File: src/ffs_pkg.sv
package ffs_pkg;

  localparam int unsigned CntWidth = 16;
  localparam logic [CntWidth-1:0] CntMax = '1;

  // Fault codes
  localparam logic [2:0] FAULT_NONE    = 3'd0;
  localparam logic [2:0] FAULT_BATTERY = 3'd1;
  localparam logic [2:0] FAULT_TILT    = 3'd2;
  localparam logic [2:0] FAULT_DUTY    = 3'd3;
  localparam logic [2:0] FAULT_SIGNAL  = 3'd4;

  // Configuration register indexes
  localparam logic [2:0] REG_BATTERY_LOW_LEVEL  = 3'd0;
  localparam logic [2:0] REG_BATTERY_TRIP_TICKS = 3'd1;
  localparam logic [2:0] REG_TILT_LIMIT         = 3'd2;
  localparam logic [2:0] REG_TILT_TRIP_TICKS    = 3'd3;
  localparam logic [2:0] REG_DUTY_HIGH_LEVEL    = 3'd4;
  localparam logic [2:0] REG_DUTY_TRIP_TICKS    = 3'd5;
  localparam logic [2:0] REG_SIGNAL_LOSS_TICKS  = 3'd6;

  // Reset values of the configuration registers
  localparam logic [9:0]  RstBatteryLowLevel  = 10'd37;
  localparam logic [15:0] RstBatteryTripTicks = 16'd300;
  localparam logic [14:0] RstTiltLimit        = 15'd8000;
  localparam logic [15:0] RstTiltTripTicks    = 16'd10;
  localparam logic [15:0] RstDutyHighLevel    = 16'd9900;
  localparam logic [15:0] RstDutyTripTicks    = 16'd20;
  localparam logic [15:0] RstSignalLossTicks  = 16'd20;

  typedef struct packed {
    logic [9:0]         batt_level;
    logic signed [15:0] roll_angle;
    logic signed [15:0] pitch_angle;
    logic [15:0]        duty_front_a;
    logic [15:0]        duty_front_b;
    logic [15:0]        duty_rear_a;
    logic [15:0]        duty_rear_b;
    logic               frame_seen;
  } ffs_tick_t;

  typedef struct packed {
    logic [2:0] fault_code;
    logic       motors_enabled;
  } ffs_result_t;

  typedef struct packed {
    logic [9:0]  battery_low_level;
    logic [15:0] battery_trip_ticks;
    logic [14:0] tilt_limit;
    logic [15:0] tilt_trip_ticks;
    logic [15:0] duty_high_level;
    logic [15:0] duty_trip_ticks;
    logic [15:0] signal_loss_ticks;
  } ffs_cfg_t;

  typedef struct packed {
    logic [CntWidth-1:0] battery_low_count;
    logic [CntWidth-1:0] tilt_count;
    logic [CntWidth-1:0] duty_high_count;
    logic [CntWidth-1:0] signal_loss_count;
    logic                frame_pending;
  } ffs_state_t;

  function automatic logic [CntWidth-1:0] sat_inc(input logic [CntWidth-1:0] c);
    return (c == CntMax) ? c : c + 1'b1;
  endfunction

  // |x| of a 16-bit two's complement value; -32768 gives 32768.
  function automatic logic [16:0] magnitude16(input logic signed [15:0] v);
    return v[15] ? (17'h10000 - {1'b0, v}) : {1'b0, v};
  endfunction

endpackage

File: src/ffs_eval.sv
module ffs_eval (
  input  ffs_pkg::ffs_cfg_t    cfg,
  input  ffs_pkg::ffs_state_t  state,
  input  ffs_pkg::ffs_tick_t   tick,
  output ffs_pkg::ffs_state_t  state_next,
  output ffs_pkg::ffs_result_t result
);
  import ffs_pkg::*;

  logic                battery_cond, tilt_cond, duty_cond, pending;
  logic                battery_trip, tilt_trip, duty_trip, signal_trip;
  logic [CntWidth-1:0] battery_cnt, tilt_cnt, duty_cnt, signal_cnt;
  logic [16:0]         roll_mag, pitch_mag, limit_ext;

  assign roll_mag  = magnitude16(tick.roll_angle);
  assign pitch_mag = magnitude16(tick.pitch_angle);
  assign limit_ext = {2'b00, cfg.tilt_limit};

  assign battery_cond = tick.batt_level < cfg.battery_low_level;
  assign tilt_cond    = (roll_mag > limit_ext) || (pitch_mag > limit_ext);
  assign duty_cond    = (tick.duty_front_a >= cfg.duty_high_level) ||
                        (tick.duty_front_b >= cfg.duty_high_level) ||
                        (tick.duty_rear_a  >= cfg.duty_high_level) ||
                        (tick.duty_rear_b  >= cfg.duty_high_level);
  assign pending      = state.frame_pending | tick.frame_seen;

  assign battery_cnt  = battery_cond ? sat_inc(state.battery_low_count) : '0;
  assign tilt_cnt     = tilt_cond ? sat_inc(state.tilt_count) : '0;
  assign duty_cnt     = duty_cond ? sat_inc(state.duty_high_count) : '0;
  assign signal_cnt   = pending ? '0 : sat_inc(state.signal_loss_count);

  assign battery_trip = battery_cond && (battery_cnt >= cfg.battery_trip_ticks);
  assign tilt_trip    = tilt_cond && (tilt_cnt >= cfg.tilt_trip_ticks);
  assign duty_trip    = duty_cond && (duty_cnt >= cfg.duty_trip_ticks);
  assign signal_trip  = !pending && (signal_cnt > cfg.signal_loss_ticks);

  // Checks after the first trip are skipped and keep their state.
  always_comb begin
    state_next = state;
    result.fault_code = FAULT_NONE;
    state_next.battery_low_count = battery_cnt;
    if (battery_trip) begin
      result.fault_code = FAULT_BATTERY;
      state_next.frame_pending = pending;
    end else begin
      state_next.tilt_count = tilt_cnt;
      if (tilt_trip) begin
        result.fault_code = FAULT_TILT;
        state_next.frame_pending = pending;
      end else begin
        state_next.duty_high_count = duty_cnt;
        if (duty_trip) begin
          result.fault_code = FAULT_DUTY;
          state_next.frame_pending = pending;
        end else begin
          state_next.signal_loss_count = signal_cnt;
          state_next.frame_pending = 1'b0;
          if (signal_trip) begin
            result.fault_code = FAULT_SIGNAL;
          end
        end
      end
    end
    result.motors_enabled = (result.fault_code == FAULT_NONE);
  end

endmodule

File: src/flight_fault_supervisor.sv
// Flight fault supervisor.
// Tick channel: tick_valid / tick_stall / tick carry one supervision tick
// (battery voltage, roll and pitch, four motor duties, remote frame flag).
// Result channel: result_valid / result_stall / result carry the fault code
// and the motor enable for that tick. A transaction completes at a rising
// edge with valid high and stall low; exactly one result per tick.
// Path: a taken tick waits in the stage register; its result is loaded into
// the result register when the stage moves on. Throughput is one tick per
// cycle while the receiver does not stall; one pass of compares and counter
// updates lies between the stage register and the result register.
// When the receiver stalls, the result holds and the stage register keeps
// the next tick, so one more transaction is taken before tick_stall rises.
// Configuration: cfg_we writes cfg_data into register cfg_index (indexes
// beyond the list are ignored); write only while the block is idle.
// Reset (rst, synchronous): configuration returns to its defaults, the four
// persistence counters and the pending frame latch clear, both stages empty.
module flight_fault_supervisor (
  input  logic                   clk,
  input  logic                   rst,
  input  logic                   tick_valid,
  output logic                   tick_stall,
  input  ffs_pkg::ffs_tick_t     tick,
  output logic                   result_valid,
  input  logic                   result_stall,
  output ffs_pkg::ffs_result_t   result,
  input  logic                   cfg_we,
  input  logic [2:0]             cfg_index,
  input  logic [15:0]            cfg_data
);
  import ffs_pkg::*;

  ffs_cfg_t    cfg;
  ffs_state_t  state, state_next;
  ffs_tick_t   stage;
  logic        stage_valid;
  logic        advance;
  ffs_result_t result_next;

  // Stage moves on when the result register is empty or being drained.
  assign advance    = stage_valid && (!result_valid || !result_stall);
  assign tick_stall = stage_valid && !advance;

  // Configuration registers
  always_ff @(posedge clk) begin
    if (rst) begin
      cfg.battery_low_level  <= RstBatteryLowLevel;
      cfg.battery_trip_ticks <= RstBatteryTripTicks;
      cfg.tilt_limit         <= RstTiltLimit;
      cfg.tilt_trip_ticks    <= RstTiltTripTicks;
      cfg.duty_high_level    <= RstDutyHighLevel;
      cfg.duty_trip_ticks    <= RstDutyTripTicks;
      cfg.signal_loss_ticks  <= RstSignalLossTicks;
    end else if (cfg_we) begin
      unique case (cfg_index)
        REG_BATTERY_LOW_LEVEL:  cfg.battery_low_level  <= cfg_data[9:0];
        REG_BATTERY_TRIP_TICKS: cfg.battery_trip_ticks <= cfg_data;
        REG_TILT_LIMIT:         cfg.tilt_limit         <= cfg_data[14:0];
        REG_TILT_TRIP_TICKS:    cfg.tilt_trip_ticks    <= cfg_data;
        REG_DUTY_HIGH_LEVEL:    cfg.duty_high_level    <= cfg_data;
        REG_DUTY_TRIP_TICKS:    cfg.duty_trip_ticks    <= cfg_data;
        REG_SIGNAL_LOSS_TICKS:  cfg.signal_loss_ticks  <= cfg_data;
        default: ;
      endcase
    end
  end

  // Input stage
  always_ff @(posedge clk) begin
    if (rst) begin
      stage_valid <= 1'b0;
    end else if (!tick_stall) begin
      stage_valid <= tick_valid;
    end
  end

  always_ff @(posedge clk) begin
    if (!tick_stall && tick_valid) begin
      stage <= tick;
    end
  end

  ffs_eval u_eval (
    .cfg        (cfg),
    .state      (state),
    .tick       (stage),
    .state_next (state_next),
    .result     (result_next)
  );

  // Persistence counters and frame latch
  always_ff @(posedge clk) begin
    if (rst) begin
      state <= '0;
    end else if (advance) begin
      state <= state_next;
    end
  end

  // Result register
  always_ff @(posedge clk) begin
    if (rst) begin
      result_valid <= 1'b0;
    end else if (advance) begin
      result_valid <= 1'b1;
    end else if (!result_stall) begin
      result_valid <= 1'b0;
    end
  end

  always_ff @(posedge clk) begin
    if (advance) begin
      result <= result_next;
    end
  end

`ifndef ASSERT_OFF
  a_enable_matches_code: assert property (@(posedge clk) disable iff (rst)
    result_valid |-> (result.motors_enabled == (result.fault_code == FAULT_NONE)))
    else $error("motor enable disagrees with fault code");

  a_code_range: assert property (@(posedge clk) disable iff (rst)
    result_valid |-> (result.fault_code <= FAULT_SIGNAL))
    else $error("fault code out of range");

  a_stall_needs_stage: assert property (@(posedge clk) disable iff (rst)
    tick_stall |-> (stage_valid && result_valid && result_stall))
    else $error("tick stalled without a blocked stage");

  a_stage_holds: assert property (@(posedge clk) disable iff (rst)
    tick_stall |=> (stage_valid && $stable(stage) && $stable(state)))
    else $error("stage or state changed while blocked");

  a_result_from_advance: assert property (@(posedge clk) disable iff (rst)
    (!result_valid && !advance) |=> !result_valid)
    else $error("result appeared without a stage transfer");
`endif

endmodule

File: config.mk
export PLATFORM = sky130hd
export DESIGN_NAME = flight_fault_supervisor
export DESIGN_NICKNAME = d
export VERILOG_FILES = /design/src/ffs_pkg.sv /design/src/ffs_eval.sv /design/src/flight_fault_supervisor.sv
export SDC_FILE = /design/constraint.sdc
export NUM_CORES = 1
export LEC_CHECK = 0
export BUFFER_PORTS_ARGS = -buffer_cell sky130_fd_sc_hd__buf_2
export CORE_ASPECT_RATIO = 0.75
export CORE_UTILIZATION = 50
export CTS_CLUSTER_SIZE = 12
export DETAILED_ROUTE_END_ITERATION = 10
export PLACE_DENSITY = 0.75
export SLEW_MARGIN = 30
export SYNTH_ARGS = -nofsm -noshare
export SYNTH_HDL_FRONTEND = slang
export SYNTH_SLANG_ARGS = --single-unit
File: constraint.sdc
create_clock -name clk -period 12.3 [get_ports clk]
set_input_delay 1.23 -clock clk [delete_from_list [all_inputs] [get_ports clk]]
set_output_delay 1.23 -clock clk [all_outputs]
set_load 0.05 [all_outputs]
Word level (Yosys, flattened, before mapping):

Cells that the tools add are included.

* $add $sub $neg: 6
* $lt $le $gt $ge: 11
* eq/ne operators: 11
* muxes and demuxes: 19
* bitwise operators: 4
* reductions and logical operators: 29

Operator list (count)
* $mux W16: 8
* $ge A16 B16 Y1: 7
* $add A16 B1 Y16 const B: 4
* $eq A16 B16 Y1 const B: 4
* $gt A17 B15 Y1: 2
* $mux W17: 2
* $sub A17 B16 Y17 const A: 2
* $gt A16 B16 Y1: 1
* $reduce_and A2 Y1: 8
* $mux W3: 4
* $lt A10 B10 Y1: 1
* $eq A3 B3 Y1 const B: 3
* $logic_and A1 B1 Y1: 7
* $eq A3 B2 Y1 const B: 2
* $logic_not A3 Y1: 2
* $logic_not A1 Y1: 5
* $logic_or A1 B1 Y1: 5
* $mux W1: 5
* $reduce_and A4 Y1: 1
* $eq A3 B1 Y1 const B: 1
* $not A1 Y1: 3
* $reduce_and A3 Y1: 1
* $ne A2 B1 Y1 const B: 1
* $or A1 B1 Y1: 1

* bits in registers: 283
* bits of input ports: 131
* output and inout bits: 6
* logic and storage cells: 104

Logic depth before layout (Yosys ltp):

Gate-level depths: netlist (run 1).

* depth in word-level cells: 11
* depth in mapped cells: 27
* mapped depth without buffers: 23

By module:

From an unflattened synthesis (run 1), not the netlist that was laid out.

* cells, all modules: 1731
* area total of the unflattened synthesis: 17192.7 µm²

Modules (own cells, without submodules)
* flight_fault_supervisor: instances 1, cells each 784, area an instance 10406.2 µm², sequential area each 6776.5 µm²
* ffs_eval: instances 1, cells each 947, area an instance 6786.5 µm², sequential area each 0.0 µm²

Worst setup path after synthesis (run 1):

No wires, ideal clock.

* kind: input to register
* from: input port result_stall
* to: register stage[0] (netlist bit) (enable)
* library setup time: 0.584 ns
* arrival: 6.363 ns
* slack: 5.353 ns
* stages on the path: 2
* path buffers: 0
* cells stage by stage: and3_1 -> nor2b_1

* word-level cells in the longest chain between the ends: 7

RTL lines
* start, declared: RTL line flight_fault_supervisor.sv:24 `input logic result_stall,`
* $logic_not A1 Y1
* $logic_or A1 B1 Y1: RTL line flight_fault_supervisor.sv:40 `assign advance = stage_valid && (!result_valid || !result_stall);`
* $logic_and A1 B1 Y1: RTL line flight_fault_supervisor.sv:40
* $logic_not A1 Y1: RTL line flight_fault_supervisor.sv:41 `assign tick_stall = stage_valid && !advance;`
* $logic_and A1 B1 Y1: RTL line flight_fault_supervisor.sv:41
* $logic_not A1 Y1: RTL line flight_fault_supervisor.sv:77 `if (!tick_stall && tick_valid) begin`
* $logic_and A1 B1 Y1: RTL line flight_fault_supervisor.sv:77
* end signal, assigned: RTL line flight_fault_supervisor.sv:78 `stage <= tick;`
* end, declared: RTL line flight_fault_supervisor.sv:34 `ffs_tick_t stage;`

Every way passes these cells.
A chain may end at the register's enable or synchronous reset.

Worst setup path in the final report (run 1):

* from: register stage[85] (netlist bit)
* to: register, netlist name state[26]

* word-level cells in the longest chain between the ends: 9

RTL lines
* $sub A17 B16 Y17: RTL line ffs_pkg.sv:71 `return v[15] ? (17'h10000 - {1'b0, v}) : {1'b0, v};`
* $mux W17 (*): RTL line ffs_pkg.sv:71
* $gt A17 B15 Y1 (*): RTL line ffs_eval.sv:20 `assign tilt_cond = (roll_mag > limit_ext) || (pitch_mag > limit_ext);`
* $logic_or A1 B1 Y1 (*): RTL line ffs_eval.sv:20
* $mux W16: RTL line ffs_eval.sv:28 `assign tilt_cnt = tilt_cond ? sat_inc(state.tilt_count) : '0;`
* $ge A16 B16 Y1: RTL line ffs_eval.sv:33 `assign tilt_trip = tilt_cond && (tilt_cnt >= cfg.tilt_trip_ticks);`
* $logic_and A1 B1 Y1 (*): RTL line ffs_eval.sv:33
* $not A1 Y1 (no source line) (*)
* $reduce_and A3 Y1 (no source line) (*)

Every way passes the cells marked *; elsewhere a longest branch is shown, timed or not.

==> flow_metrics.py, run 1 <==
metrics = {
    "drt": {
        "totalWireLength_um": 38750,
        "drtPass1Iterations": 5,
        "drt-vias-per-instance": 5.626,
        "antenna_left": 0,
        "drt_iter0_markers": 868,
        "wl_per_cell_um": 17.03,
        "num_vias": 12800,
        "post-route-drc-count": 0,
    },
    "timing": {
        "setup_slack_ns": 5.991,
        "worst_slew_pin_slew_ns": 0.9166,
        "fin_crit_sh_pct": 51.30,
        "finalClockSkew_ns": 0.01412,
        "min_period_ns": 6.309,
        "tns_ns": 0,
        "grt_setup_unrepaired": "no",
        "maxSlewHeadroom_pct": 38.89,
        "final_hold_viol_count": 0,
        "drv_slew": 0,
        "setup-violations-final": 0,
        "max_freq_ghz": 0.1585,
    },
    "global_route": {
        "grt_use_total_pct": 24.41,
        "grt_overflow": 0,
        "grt_first_pass_wirelength_um": 62280,
        "antenna_found_initial": 3,
        "grt_pass1_vias": 12210,
        "grt_max_degree": 83,
    },
    "floorplanning": {
        "io_pins": 137,
        "die_w_um": 206.0,
        "die-area_sq_um": 31940,
        "die_h_um": 155.0,
        "core_sq_um": 30420,
        "start_util_pct": 51.32,
        "rows": 55,
    },
    "placement": {
        "dp_hpwl_um": 27460,
        "placed_cells": 2216,
        "gp_congestion": 0.8929,
        "post-place-ws_ns": 5.656,
        "numPortBuffers": 136,
    },
    "cts": {
        "cts_resized": 0,
        "cts_tree": "done",
        "numCtsBuffers": 30,
        "clockRootBuffer": "clkbuf_16",
        "clock_path_buffers": 3,
        "cts_sinks": 283,
        "clk_latency_ns": 0.58,
        "clk_pin_slew_ns": 0.06,
        "hold_buffers": 0,
        "cts_max_level": 1,
        "post_cts_buffers": 0,
    },
    "synthesis": {
        "synth_enable_flop_cells": 111,
        "ys_dominant_reg_cell": "dfxtp_1",
        "ys_seq_elements": 283,
        "synth_top_area_cell": "dfxtp_1",
        "synthTopCellsByCount": "305 x nand2_1, 173 x ha_1, 172 x dfxtp_1",
        "syn_nets": 2036,
        "yosysWarningCount": 0,
        "yosysMostFrequentCell": "nand2_1",
        "synth_area_leaders": "dfxtp_1 22%, edfxtp_1 21%, ha_1 14%",
        "netlist_area_sq_um": 15610,
        "syn_avg_cell_area_sq_um": 9.013,
        "synth_cell_types": 64,
        "yosysTopAreaCellShare_pct": 22.06,
        "synthCells": 1732,
        "synth_seq_area_share_pct": 43.41,
        "synth-async-reset-ratio_pct": 0,
    },
    "worst_setup_path": {
        "crit_buf_inv": 0,
        "crit_family": "compound AO/OA/AOI/OAI gates",
        "endpoint_kind": "register",
        "critical_path.max_fanout": 30,
        "cp.required_ns": 12.79,
        "critPathKind": "register to register",
        "crit_slowest_cell": "o21a_1",
        "crit_arrival_ns": 6.80,
        "crit_chain": "nor4_1, nand3_1, or3_1, o31ai_1, xnor2_1, ha_1, nand4_1, or4_1, o211ai_1, o2111a_2, o21bai_1, ha_1, nand2b_1, a21o_1, a211oi_1, o21ai_0, a211oi_1, o21a_1, nand2b_1, o32ai_1",
        "worstSetupStartpointType": "register",
        "slowest_delay_ns": 0.77,
    },
    "power_and_ir_drop": {
        "p_int_mw": 1.630,
        "irDropWorstVdd_mv": 0.1022,
        "swShare_pct": 24.26,
        "p_seq_share_pct": 47.7,
        "power.density_nw_per_um2": 121.9,
        "p_leak_nw": 7.005,
        "comb_power_share_pct": 9.6,
        "net-switching-power_uw": 522.3,
        "p_clk_share_pct": 42.7,
    },
    "final_layout": {
        "fill_cells": 2640,
        "final_nets": 2153,
        "drive_above_1_share_pct": 11.32,
        "fin_util_pct": 58.05,
        "area_delta_synth_final_pct": 13.10,
        "fin_cells": 2275,
    },
    "run": {
        "max_cap_violations": 0,
    },
    "run_status": {
        "status": "completed",
    },
    "worst_hold_path": {
        "min_path_type": "register to register",
    },
}
## power by group through the flow
stage	clock (mW)	combinational, mW	sequential [mW]
floorplan	0	0.131	1.04
finish	0.920	0.207	1.03
global placement	0	0.195	1.05
detailed placement	0	0.205	1.05
global route	0.969	0.230	1.03
CTS	0.934	0.206	1.03
## per-stage QoR
stage / cell area, sq um / power, mW / hold slack (ns)
final: 17660 / 2.153 / 0.4534
after floorplan: 15610 / 1.176 / 0.4363
after CTS: 17650 / 2.166 / 0.4554
after detailed placement: 16650 / 1.251 / 0.4472
after global placement: 16640 / 1.241 / 0.4419
after global routing: 17660 / 2.228 / 0.4713
## area by class of cell
cell class	instances	area [sq um]	area share, %
Sequential cell	283	6777	38.38
Inverter	119	446.7	2.530
Multi-Input combinational cell	1269	8167	46.25
Clock buffer	50	909.6	5.152
Tap cell	399	499.2	2.828
Antenna cell	3	7.507	0.04252
Timing Repair Buffer	146	758.2	4.295
Clock inverter	6	91.34	0.5173
## path summary, 6_finish.rpt
kind	cells past startpoint	end	start	slack (ns)
worst min-delay path	2	cfg[83]	cfg[83]	0.45
worst min register to register	2	cfg[83]	cfg[83]	0.45
worst max-delay path	20	state[26]	stage[85]	5.99
worst max register to register	20	state[26]	stage[85]	5.99
## tightest hold or removal path, stage by stage, from the launching register on
cell and delay, ns:
dfxtp_1 0.31, nand2_1 0.05, a21oi_1 0.05
## cell families after synthesis
group,Yosys count,synth area share [%]
AO/OA/AOI/OAI,363,14.07
XOR/XNOR,66,3.703
adder cells (fa/ha/maj),173,13.87
buffers and inverters,180,4.472
flip-flops,283,43.41
multiplexers,32,2.092
AND/OR/NAND/NOR,635,18.39
## registers in the layout, summed over array words and instances, names as in the netlist
signal	cells
result	4
cfg	105
state	65
stage_valid	1
result_valid	1
stage	107
## layer usage
metal  vias to the layer above  wire (um)  global-route usage (%)
met2                       357      17390                   38.96
met4                         0       1024                   7.423
li1                       6347          -                       -
met1                      6026      17980                   34.14
met5                         -          0                       0
met3                        70       2351                   3.582
## layout by cell type, fill, tap and decap left out, types with 5 or more instances in the layout
| master | synthesis | final |
|---|---|---|
| nor2_2 | 2 | 5 |
| nand2b_1 | 22 | 22 |
| o21a_1 | 14 | 14 |
| buf_2 | 3 | 135 |
| clkbuf_8 | 0 | 6 |
| nor2_1 | 130 | 127 |
| a31oi_1 | 13 | 13 |
| a21oi_1 | 168 | 168 |
| xor2_1 | 23 | 23 |
| mux2i_1 | 30 | 30 |
| a21o_1 | 14 | 14 |
| nand3_1 | 35 | 35 |
| nand3b_1 | 7 | 7 |
| clkbuf_1 | 54 | 11 |
| and4_1 | 10 | 10 |
| xnor2_1 | 43 | 43 |
| nand4_1 | 34 | 34 |
| clkbuf_16 | 0 | 31 |
| nor2b_1 | 12 | 11 |
| buf_4 | 1 | 11 |
| nand2_1 | 305 | 305 |
| ha_1 | 173 | 173 |
| o21ai_0 | 55 | 55 |
| o211ai_1 | 31 | 31 |
| and3_1 | 18 | 18 |
| or2_2 | 7 | 7 |
| edfxtp_1 | 111 | 111 |
| dfxtp_1 | 172 | 172 |
| nor3_1 | 29 | 28 |
| o41ai_1 | 6 | 6 |
| a211oi_1 | 18 | 18 |
| a22oi_1 | 5 | 5 |
| nor4_1 | 7 | 7 |
| inv_1 | 117 | 117 |
Note: power is estimated with default switching activity, not from simulation.
==> run 2, diff against run 1 <==
--- a/config.mk
+++ b/config.mk
@@ -5,12 +5,13 @@
 export SDC_FILE = /design/constraint.sdc
 export NUM_CORES = 1
 export LEC_CHECK = 0
+export ABC_AREA = 1
 export BUFFER_PORTS_ARGS = -buffer_cell sky130_fd_sc_hd__buf_2
 export CORE_ASPECT_RATIO = 0.75
 export CORE_UTILIZATION = 50
 export CTS_CLUSTER_SIZE = 12
 export DETAILED_ROUTE_END_ITERATION = 10
-export PLACE_DENSITY = 0.75
+export PLACE_DENSITY = 0.77
 export SLEW_MARGIN = 30
 export SYNTH_ARGS = -nofsm -noshare
 export SYNTH_HDL_FRONTEND = slang
==> constraint.sdc (replaced) <==
create_clock -name clk -period 5.6 [get_ports clk]
set_input_delay 0.56 -clock clk [delete_from_list [all_inputs] [get_ports clk]]
set_output_delay 0.56 -clock clk [all_outputs]
set_load 0.05 [all_outputs]
==> run 2 against run 1 <==
Highest routed layer unchanged. Critical path type unchanged. Largest power group unchanged. Setup slack worse by 5.6 ns. Combinational power grew to 4.4 times the previous value. Largest cell class unchanged. Die area is 3.1% higher. Sequential power is 130% higher. Hold slack worse by 0.30 ns. Final cell count is 12% higher. Clock skew is 0.0096 ns higher. Design area is 2.8% higher. Global-route usage is 0.12 points lower. Clock power is 110% higher.
==> flow_metrics.py, run 2 <==
metrics = {
    "worst_setup_path": {
        "reg2reg_slack_ns": 0.41,
        "worstSetupStartpointType": "register",
        "worst-path-stages": 30,
        "crit_family": "simple AND/OR/NAND/NOR gates",
        "startpoint": "stage[81]",
        "critPathKind": "register to register",
        "cp.required_ns": 6.09,
        "cpMostUsedCell": "nand2_1",
        "endpoint_kind": "register",
        "crit_buf_inv": 4,
        "timing.rr.start": "stage[81]",
        "critical_path.max_fanout": 17,
        "crit_arrival_ns": 5.68,
        "crit_slowest_cell": "or3_1",
        "slowest_delay_ns": 0.40,
        "r2r.worst_path.cells": 30,
    },
    "synthesis": {
        "ys_dominant_reg_cell": "dfxtp_1",
        "synth_area_leaders": "dfxtp_1 21%, edfxtp_1 21%, ha_1 13%",
        "yosysTopAreaCellShare_pct": 21.40,
        "synthCells": 1976,
        "synth_seq_area_share_pct": 42.11,
        "synth_enable_flop_cells": 111,
        "synth-async-reset-ratio_pct": 0,
        "synth_top_area_cell": "dfxtp_1",
        "synth_cell_types": 52,
        "ys_seq_elements": 283,
        "synthTopCellsByCount": "343 x nand2_1, 303 x inv_1, 188 x a21oi_1",
        "netlist_area_sq_um": 16090,
        "syn_avg_cell_area_sq_um": 8.144,
        "yosysWarningCount": 0,
        "yosysMostFrequentCell": "nand2_1",
        "syn_nets": 2280,
    },
    "global_route": {
        "grt_first_pass_wirelength_um": 64510,
        "antenna_found_initial": 5,
        "grt_pass1_vias": 13110,
        "grt_max_degree": 73,
        "grt_overflow": 0,
        "grt_use_total_pct": 24.30,
    },
    "timing": {
        "worst_slew_pin_slew_ns": 0.8924,
        "maxSlewHeadroom_pct": 40.29,
        "tns_ns": 0,
        "min_period_ns": 5.191,
        "final_hold_viol_count": 0,
        "hold_slack_ns": 0.1486,
        "finalClockSkew_ns": 0.02371,
        "grt_setup_unrepaired": "no",
        "fin_crit_sh_pct": 92.69,
        "max_freq_ghz": 0.1927,
        "drv_slew": 0,
        "setup-violations-final": 0,
    },
    "worst_hold_path": {
        "hp-start": "tick[76]",
        "holdPathStages": 1,
        "min_path_type": "input pin to register",
    },
    "drt": {
        "drt-vias-per-instance": 5.397,
        "num_vias": 13700,
        "drtPass1Iterations": 6,
        "wl_per_cell_um": 15.83,
        "antenna_left": 0,
        "post-route-drc-count": 0,
        "drt_iter0_markers": 1071,
        "totalWireLength_um": 40180,
    },
    "placement": {
        "dp_hpwl_um": 29170,
        "gp_congestion": 0.9262,
        "numPortBuffers": 136,
    },
    "power_and_ir_drop": {
        "power.density_nw_per_um2": 287.9,
        "irDropWorstVdd_mv": 0.2690,
        "p_clk_share_pct": 37.3,
        "swShare_pct": 28.84,
        "net-switching-power_mw": 1.507,
        "p_leak_nw": 8.510,
        "p_seq_share_pct": 45.2,
        "p_int_mw": 3.719,
        "comb_power_share_pct": 17.4,
    },
    "cts": {
        "clock_path_buffers": 3,
        "clockRootBuffer": "clkbuf_16",
        "clk_latency_ns": 0.58,
        "numCtsBuffers": 30,
        "hold_buffers": 0,
        "cts_max_level": 1,
        "clk_pin_slew_ns": 0.06,
        "cts_sinks": 283,
        "cts_tree": "done",
    },
    "final_layout": {
        "drive_above_1_share_pct": 11.91,
        "largest_register": "stage",
        "area_delta_synth_final_pct": 12.77,
        "num_antenna_cells": 0,
        "fill_cells": 2701,
        "final_cell_mix": "343 x nand2_1, 302 x inv_1, 188 x a21oi_1",
        "largest_reg_flops": 107,
        "multi_input_area_sq_um": 7966,
        "seq_area_sq_um": 6777,
        "final_common_cell": "nand2_1",
        "final_nets": 2413,
        "reg_top3": "stage x107, cfg x105, state x65",
    },
    "floorplanning": {
        "die_h_um": 157.4,
        "rows": 56,
        "die_w_um": 209.2,
        "core_sq_um": 31460,
        "start_util_pct": 51.15,
        "die-area_sq_um": 32920,
        "io_pins": 137,
    },
    "run": {
        "max_cap_violations": 0,
    },
    "run_status": {
        "status": "completed",
    },
}
==> run 2: cell count changes after synthesis, sizes merged, moves of 15 or more <==
cell	previous run	this run
and3	18	1
mux2i	30	0
nand2	305	352
nor2	132	176
clkbuf	54	38
nand2b	22	0
xnor2	43	10
xor2	23	38
nand3	35	72
inv	117	310
a21oi	168	192
o21ai	56	159
==> run 2: cell type report <==
cell class | instances | share of cell area (%)
Inverter | 311 | 6.453
Tap cell | 406 | 2.799
Multi-Input combinational cell | 1335 | 43.90
Timing Repair Buffer | 148 | 4.247
Clock buffer | 48 | 4.847
Sequential cell | 283 | 37.34
Clock inverter | 7 | 0.4205
==> run 2: routing by layer <==
layer	routed length, um	global-route usage [%]	vias up
met5	0	0	-
met3	2892	4.070	98
met1	17560	31.53	6236
li1	-	-	6864
met4	1461	9.419	0
met2	18260	40.60	499
==> run 2: power groups by stage <==
stage	sequential (mW)	combinational, mW	clock [mW]
2_1_floorplan	2.40	0.620	0
3_3_place_gp	2.40	0.826	0
3_5_place_dp	2.40	0.865	0
4_1_cts	2.36	0.873	1.98
5_1_grt	2.38	1.03	2.07
6_report	2.36	0.911	1.95
==> run 2: logic make-up (layout without fill, tap and decap cells) <==
family / Yosys count / after routing / synth area share (%)
mux: 1 / 1 / 0.06997
compound gates: 424 / 424 / 14.45
xor+xnor: 48 / 48 / 2.612
fa+ha+maj: 173 / 173 / 13.45
flops: 283 / 283 / 42.11
simple gates: 686 / 689 / 18.48
buf+inv: 361 / 514 / 8.824
==> run 2: repair_timing <==
| action | 4_1_cts | 5_1_grt |
|---|---|---|
| buffers inserted | 0 | 3 |
| setup endpoints to repair | 0 | 37 |
| resized for setup | 0 | 7 |
==> run 2: path summary, 6_finish.rpt <==
| check | end |
|---|---|
| max | state[30] |
| min | stage[76] |
| max reg2reg | state[30] |
| min reg2reg | cfg[13] |
==> run 2: metrics by stage <==
step	area, sq um	utilization, %	std cells	worst slack [ns]	total power [mW]
2_1_floorplan	16090	-	1976	1.010	3.016
3_3_place_gp	17100	54.35	2477	0.5322	3.225
3_5_place_dp	17100	54.35	2477	0.2472	3.267
4_1_cts	18060	57.39	2532	0.1815	5.215
5_1_grt	18150	57.69	2538	0.02951	5.478
6_report	18150	57.69	2538	0.4093	5.226
==> run 2: worst register-to-register path: cells and delay by family (launching register included) <==
kind / cells / cell delay (ns)
compound gates: 6 / 1.07
fa+ha+maj: 3 / 0.76
xor+xnor: 1 / 0.16
flops: 1 / 0.38
buf+inv: 4 / 0.56
simple gates: 16 / 2.18
==> run 3, diff against run 2 <==
--- a/config.mk
+++ b/config.mk
@@ -9,10 +9,13 @@
 export BUFFER_PORTS_ARGS = -buffer_cell sky130_fd_sc_hd__buf_2
 export CORE_ASPECT_RATIO = 0.75
 export CORE_UTILIZATION = 50
+export CTS_BUF_LIST = sky130_fd_sc_hd__clkbuf_4
 export CTS_CLUSTER_SIZE = 12
 export DETAILED_ROUTE_END_ITERATION = 10
+export MAX_ROUTING_LAYER = met4
 export PLACE_DENSITY = 0.77
 export SLEW_MARGIN = 30
 export SYNTH_ARGS = -nofsm -noshare
 export SYNTH_HDL_FRONTEND = slang
+export SYNTH_HIERARCHICAL = 1
 export SYNTH_SLANG_ARGS = --single-unit
==> run 3 against run 2 <==
Core utilization up 2.4 points. Clock power is 4% lower. Register-to-register slack better by 0.12 ns. Hold slack got worse by 0.095 ns. Final cell count increased by 21%. Clock skew increased by 0.052 ns. Area after synthesis is 7.7% higher. First-iteration DRC count is 72% higher. Design area increased by 12%. Sequential share of layout area shrank 4.0 points. Global-route usage grew 3.6 points. Setup slack better by 0.12 ns. Critical path type unchanged. Critical endpoint is now state[1]. Highest routed layer unchanged.
==> flow_metrics.py, run 3 <==
metrics = {
    "synthesis": {
        "syn_avg_cell_area_sq_um": 7.566,
        "synthTopCellsByCount": "459 x nand2_1, 401 x nor2_1, 279 x inv_1",
        "ys_dominant_reg_cell": "dfxtp_1",
        "netlist_area_sq_um": 17330,
        "ys_seq_elements": 283,
        "yosysTopAreaCellShare_pct": 19.86,
        "synth-async-reset-ratio_pct": 0,
        "synth_fa_ha_area_share_pct": 12.49,
        "muxShareOfSynthArea_pct": 0,
        "synth_xor_area_share_pct": 2.830,
        "synth_enable_flop_cells": 111,
        "synth-simple-area-share_pct": 28.84,
        "synth_seq_area_share_pct": 39.09,
        "synth_compound_area_share_pct": 8.243,
        "synth_top_family_by_area": "simple AND/OR/NAND/NOR gates",
        "synth_cell_types": 50,
        "yosysMostFrequentCell": "nand2_1",
        "synthCells": 2291,
        "syn_nets": 2595,
        "synth_top_area_cell": "dfxtp_1",
        "yosysWarningCount": 6,
        "synth_area_leaders": "dfxtp_1 20%, edfxtp_1 19%, ha_1 12%",
    },
    "timing": {
        "hold_slack_ns": 0.05324,
        "min_period_ns": 5.066,
        "drv_slew": 0,
        "worst_slew_pin_slew_ns": 0.8500,
        "finalClockSkew_ns": 0.07540,
        "maxSlewHeadroom_pct": 43.33,
        "max_freq_ghz": 0.1974,
        "grt_setup_unrepaired": "no",
        "setup-violations-final": 0,
        "final_hold_viol_count": 0,
        "tns_ns": 0,
        "fin_crit_sh_pct": 90.47,
    },
    "final_layout": {
        "final_nets": 2854,
        "fin_cells": 3068,
        "final_cell_mix": "459 x nand2_1, 401 x nor2_1, 277 x inv_1",
        "drive_above_1_share_pct": 12.27,
        "area_delta_synth_final_pct": 17.29,
        "largest_reg_flops": 107,
        "fin_util_pct": 60.12,
        "final_common_cell": "nand2_1",
        "largest_register": "stage",
        "reg_top3": "stage x107, cfg x105, state x65",
    },
    "cts": {
        "numCtsBuffers": 72,
        "cts_sinks": 283,
        "clk_pin_slew_ns": 0.07,
        "clockRootBuffer": "clkbuf_4",
        "cts_tree": "done",
        "cts_max_level": 3,
        "clock_path_buffers": 3,
        "post_cts_buffers": 0,
        "clk_latency_ns": 0.78,
    },
    "placement": {
        "placed_cells": 2815,
        "gp_congestion": 0.9074,
        "numPortBuffers": 136,
        "dp_hpwl_um": 32060,
    },
    "power_and_ir_drop": {
        "swShare_pct": 31.88,
        "p_seq_share_pct": 44.7,
        "comb_power_share_pct": 19.5,
        "irDropWorstVdd_mv": 0.1794,
        "net-switching-power_mw": 1.671,
        "power.density_nw_per_um2": 257.9,
        "p_int_mw": 3.572,
        "total_power_mw": 5.243,
        "p_leak_nw": 9.355,
        "p_clk_share_pct": 35.8,
    },
    "global_route": {
        "antenna_found_initial": 8,
        "grt_max_degree": 117,
        "grt_use_total_pct": 27.93,
        "grt_pass1_vias": 15630,
        "grt_overflow": 0,
        "grt_first_pass_wirelength_um": 77120,
    },
    "floorplanning": {
        "rows": 58,
        "die_h_um": 163.3,
        "start_util_pct": 51.26,
        "core_sq_um": 33820,
        "die_w_um": 217,
        "io_pins": 137,
        "die-area_sq_um": 35430,
    },
    "drt": {
        "drtPass1Iterations": 5,
        "post-route-drc-count": 0,
        "drt-vias-per-instance": 5.365,
        "num_vias": 16460,
        "antenna_left": 0,
        "totalWireLength_um": 48060,
        "drt_iter0_markers": 1845,
        "wl_per_cell_um": 15.66,
    },
    "run": {
        "max_cap_violations": 0,
    },
    "worst_setup_path": {
        "crit_arrival_ns": 5.69,
        "critical_path.max_fanout": 22,
        "crit_slowest_cell": "edfxtp_1",
        "cp.required_ns": 6.23,
        "critPathKind": "register to register",
        "slowest_delay_ns": 0.37,
        "endpoint_kind": "register",
        "cpMostUsedCell": "nand2_1",
        "worstSetupStartpointType": "register",
    },
    "worst_hold_path": {
        "min_path_type": "input pin to register",
    },
    "run_status": {
        "status": "completed",
    },
}
run 3: cell count changes after synthesis, moves of 26 or more:
cell / change
nor2_1: +238
nand2_1: +116
a21oi_1: -96
nand3_1: +87
o21ai_0: -44
o21ai_1: +26
run 3: final cells by class:
type                            count  area [sq um]
Timing Repair Buffer              252          1827
Inverter                          287          1087
Tap cell                          450         563.0
Antenna cell                        9         22.52
Clock inverter                     31         176.4
Multi-Input combinational cell   1654          9112
Clock buffer                      102         765.7
Sequential cell                   283          6777
Fill cell                        2950         13490
run 3: stage by stage:
stage / area [sq um] / setup slack, ns
final: 20330 / 0.5337
after global routing: 20330 / 0.03608
after CTS: 20280 / 0.6159
after detailed placement: 18240 / 0.6742
after global placement: 18230 / 0.8579
after floorplan: 17330 / 1.269
run 3: cell families (layout without fill, tap and decap cells):
kind of cell	Yosys count	after routing
and+or+nand+nor	1157	1158
buffers and inverters	355	672
DFF	283	283
adders and majority gates	173	173
AOI/OAI and AO/OA	267	267
other	0	9
xor gates and xnor gates	56	56
run 3: worst max-delay path, delay by kind of cell (launching register included):
family | cells | cell delay, ns
AND/OR/NAND/NOR | 20 | 2.44
XOR/XNOR | 1 | 0.15
flip-flops | 1 | 0.37
AO/OA/AOI/OAI | 6 | 0.77
adder cells (fa/ha/maj) | 3 | 0.78
buffers and inverters | 3 | 0.40
run 3: power by group through the flow:
stage,registers [mW],logic (mW),clock network [mW]
2_1_floorplan,2.38,0.715,0
3_3_place_gp,2.38,0.872,0
3_5_place_dp,2.39,0.914,0
4_1_cts,2.34,0.981,1.88
5_1_grt,2.36,1.14,2.02
6_report,2.34,1.02,1.88
run 3: per-layer routing:
metal  share of wire, %  global-route usage (%)  up-vias
met2                 46                   43.87      658
met5                  0                       -        -
met3                7.6                   5.177      130
met4                3.6                   12.16        0
li1                   -                       -     8080
met1                 43                   35.17     7593
run 3: what timing repair did:
action,CTS,global route
hold endpoints to repair,110,0
gates resized for setup,0,2
endpoints found under the setup margin,0,29
hold buffers,110,0
run 3: worst paths after layout:
path / startpoint / endpoint / slack (ns) / cells past startpoint
max: stage[65] / state[1] / 0.53 / 33
min: cfg_data[6] / cfg[70] / 0.05 / 3
max reg2reg: stage[65] / state[1] / 0.53 / 33
min reg2reg: cfg[51] / cfg[51] / 0.47 / 2
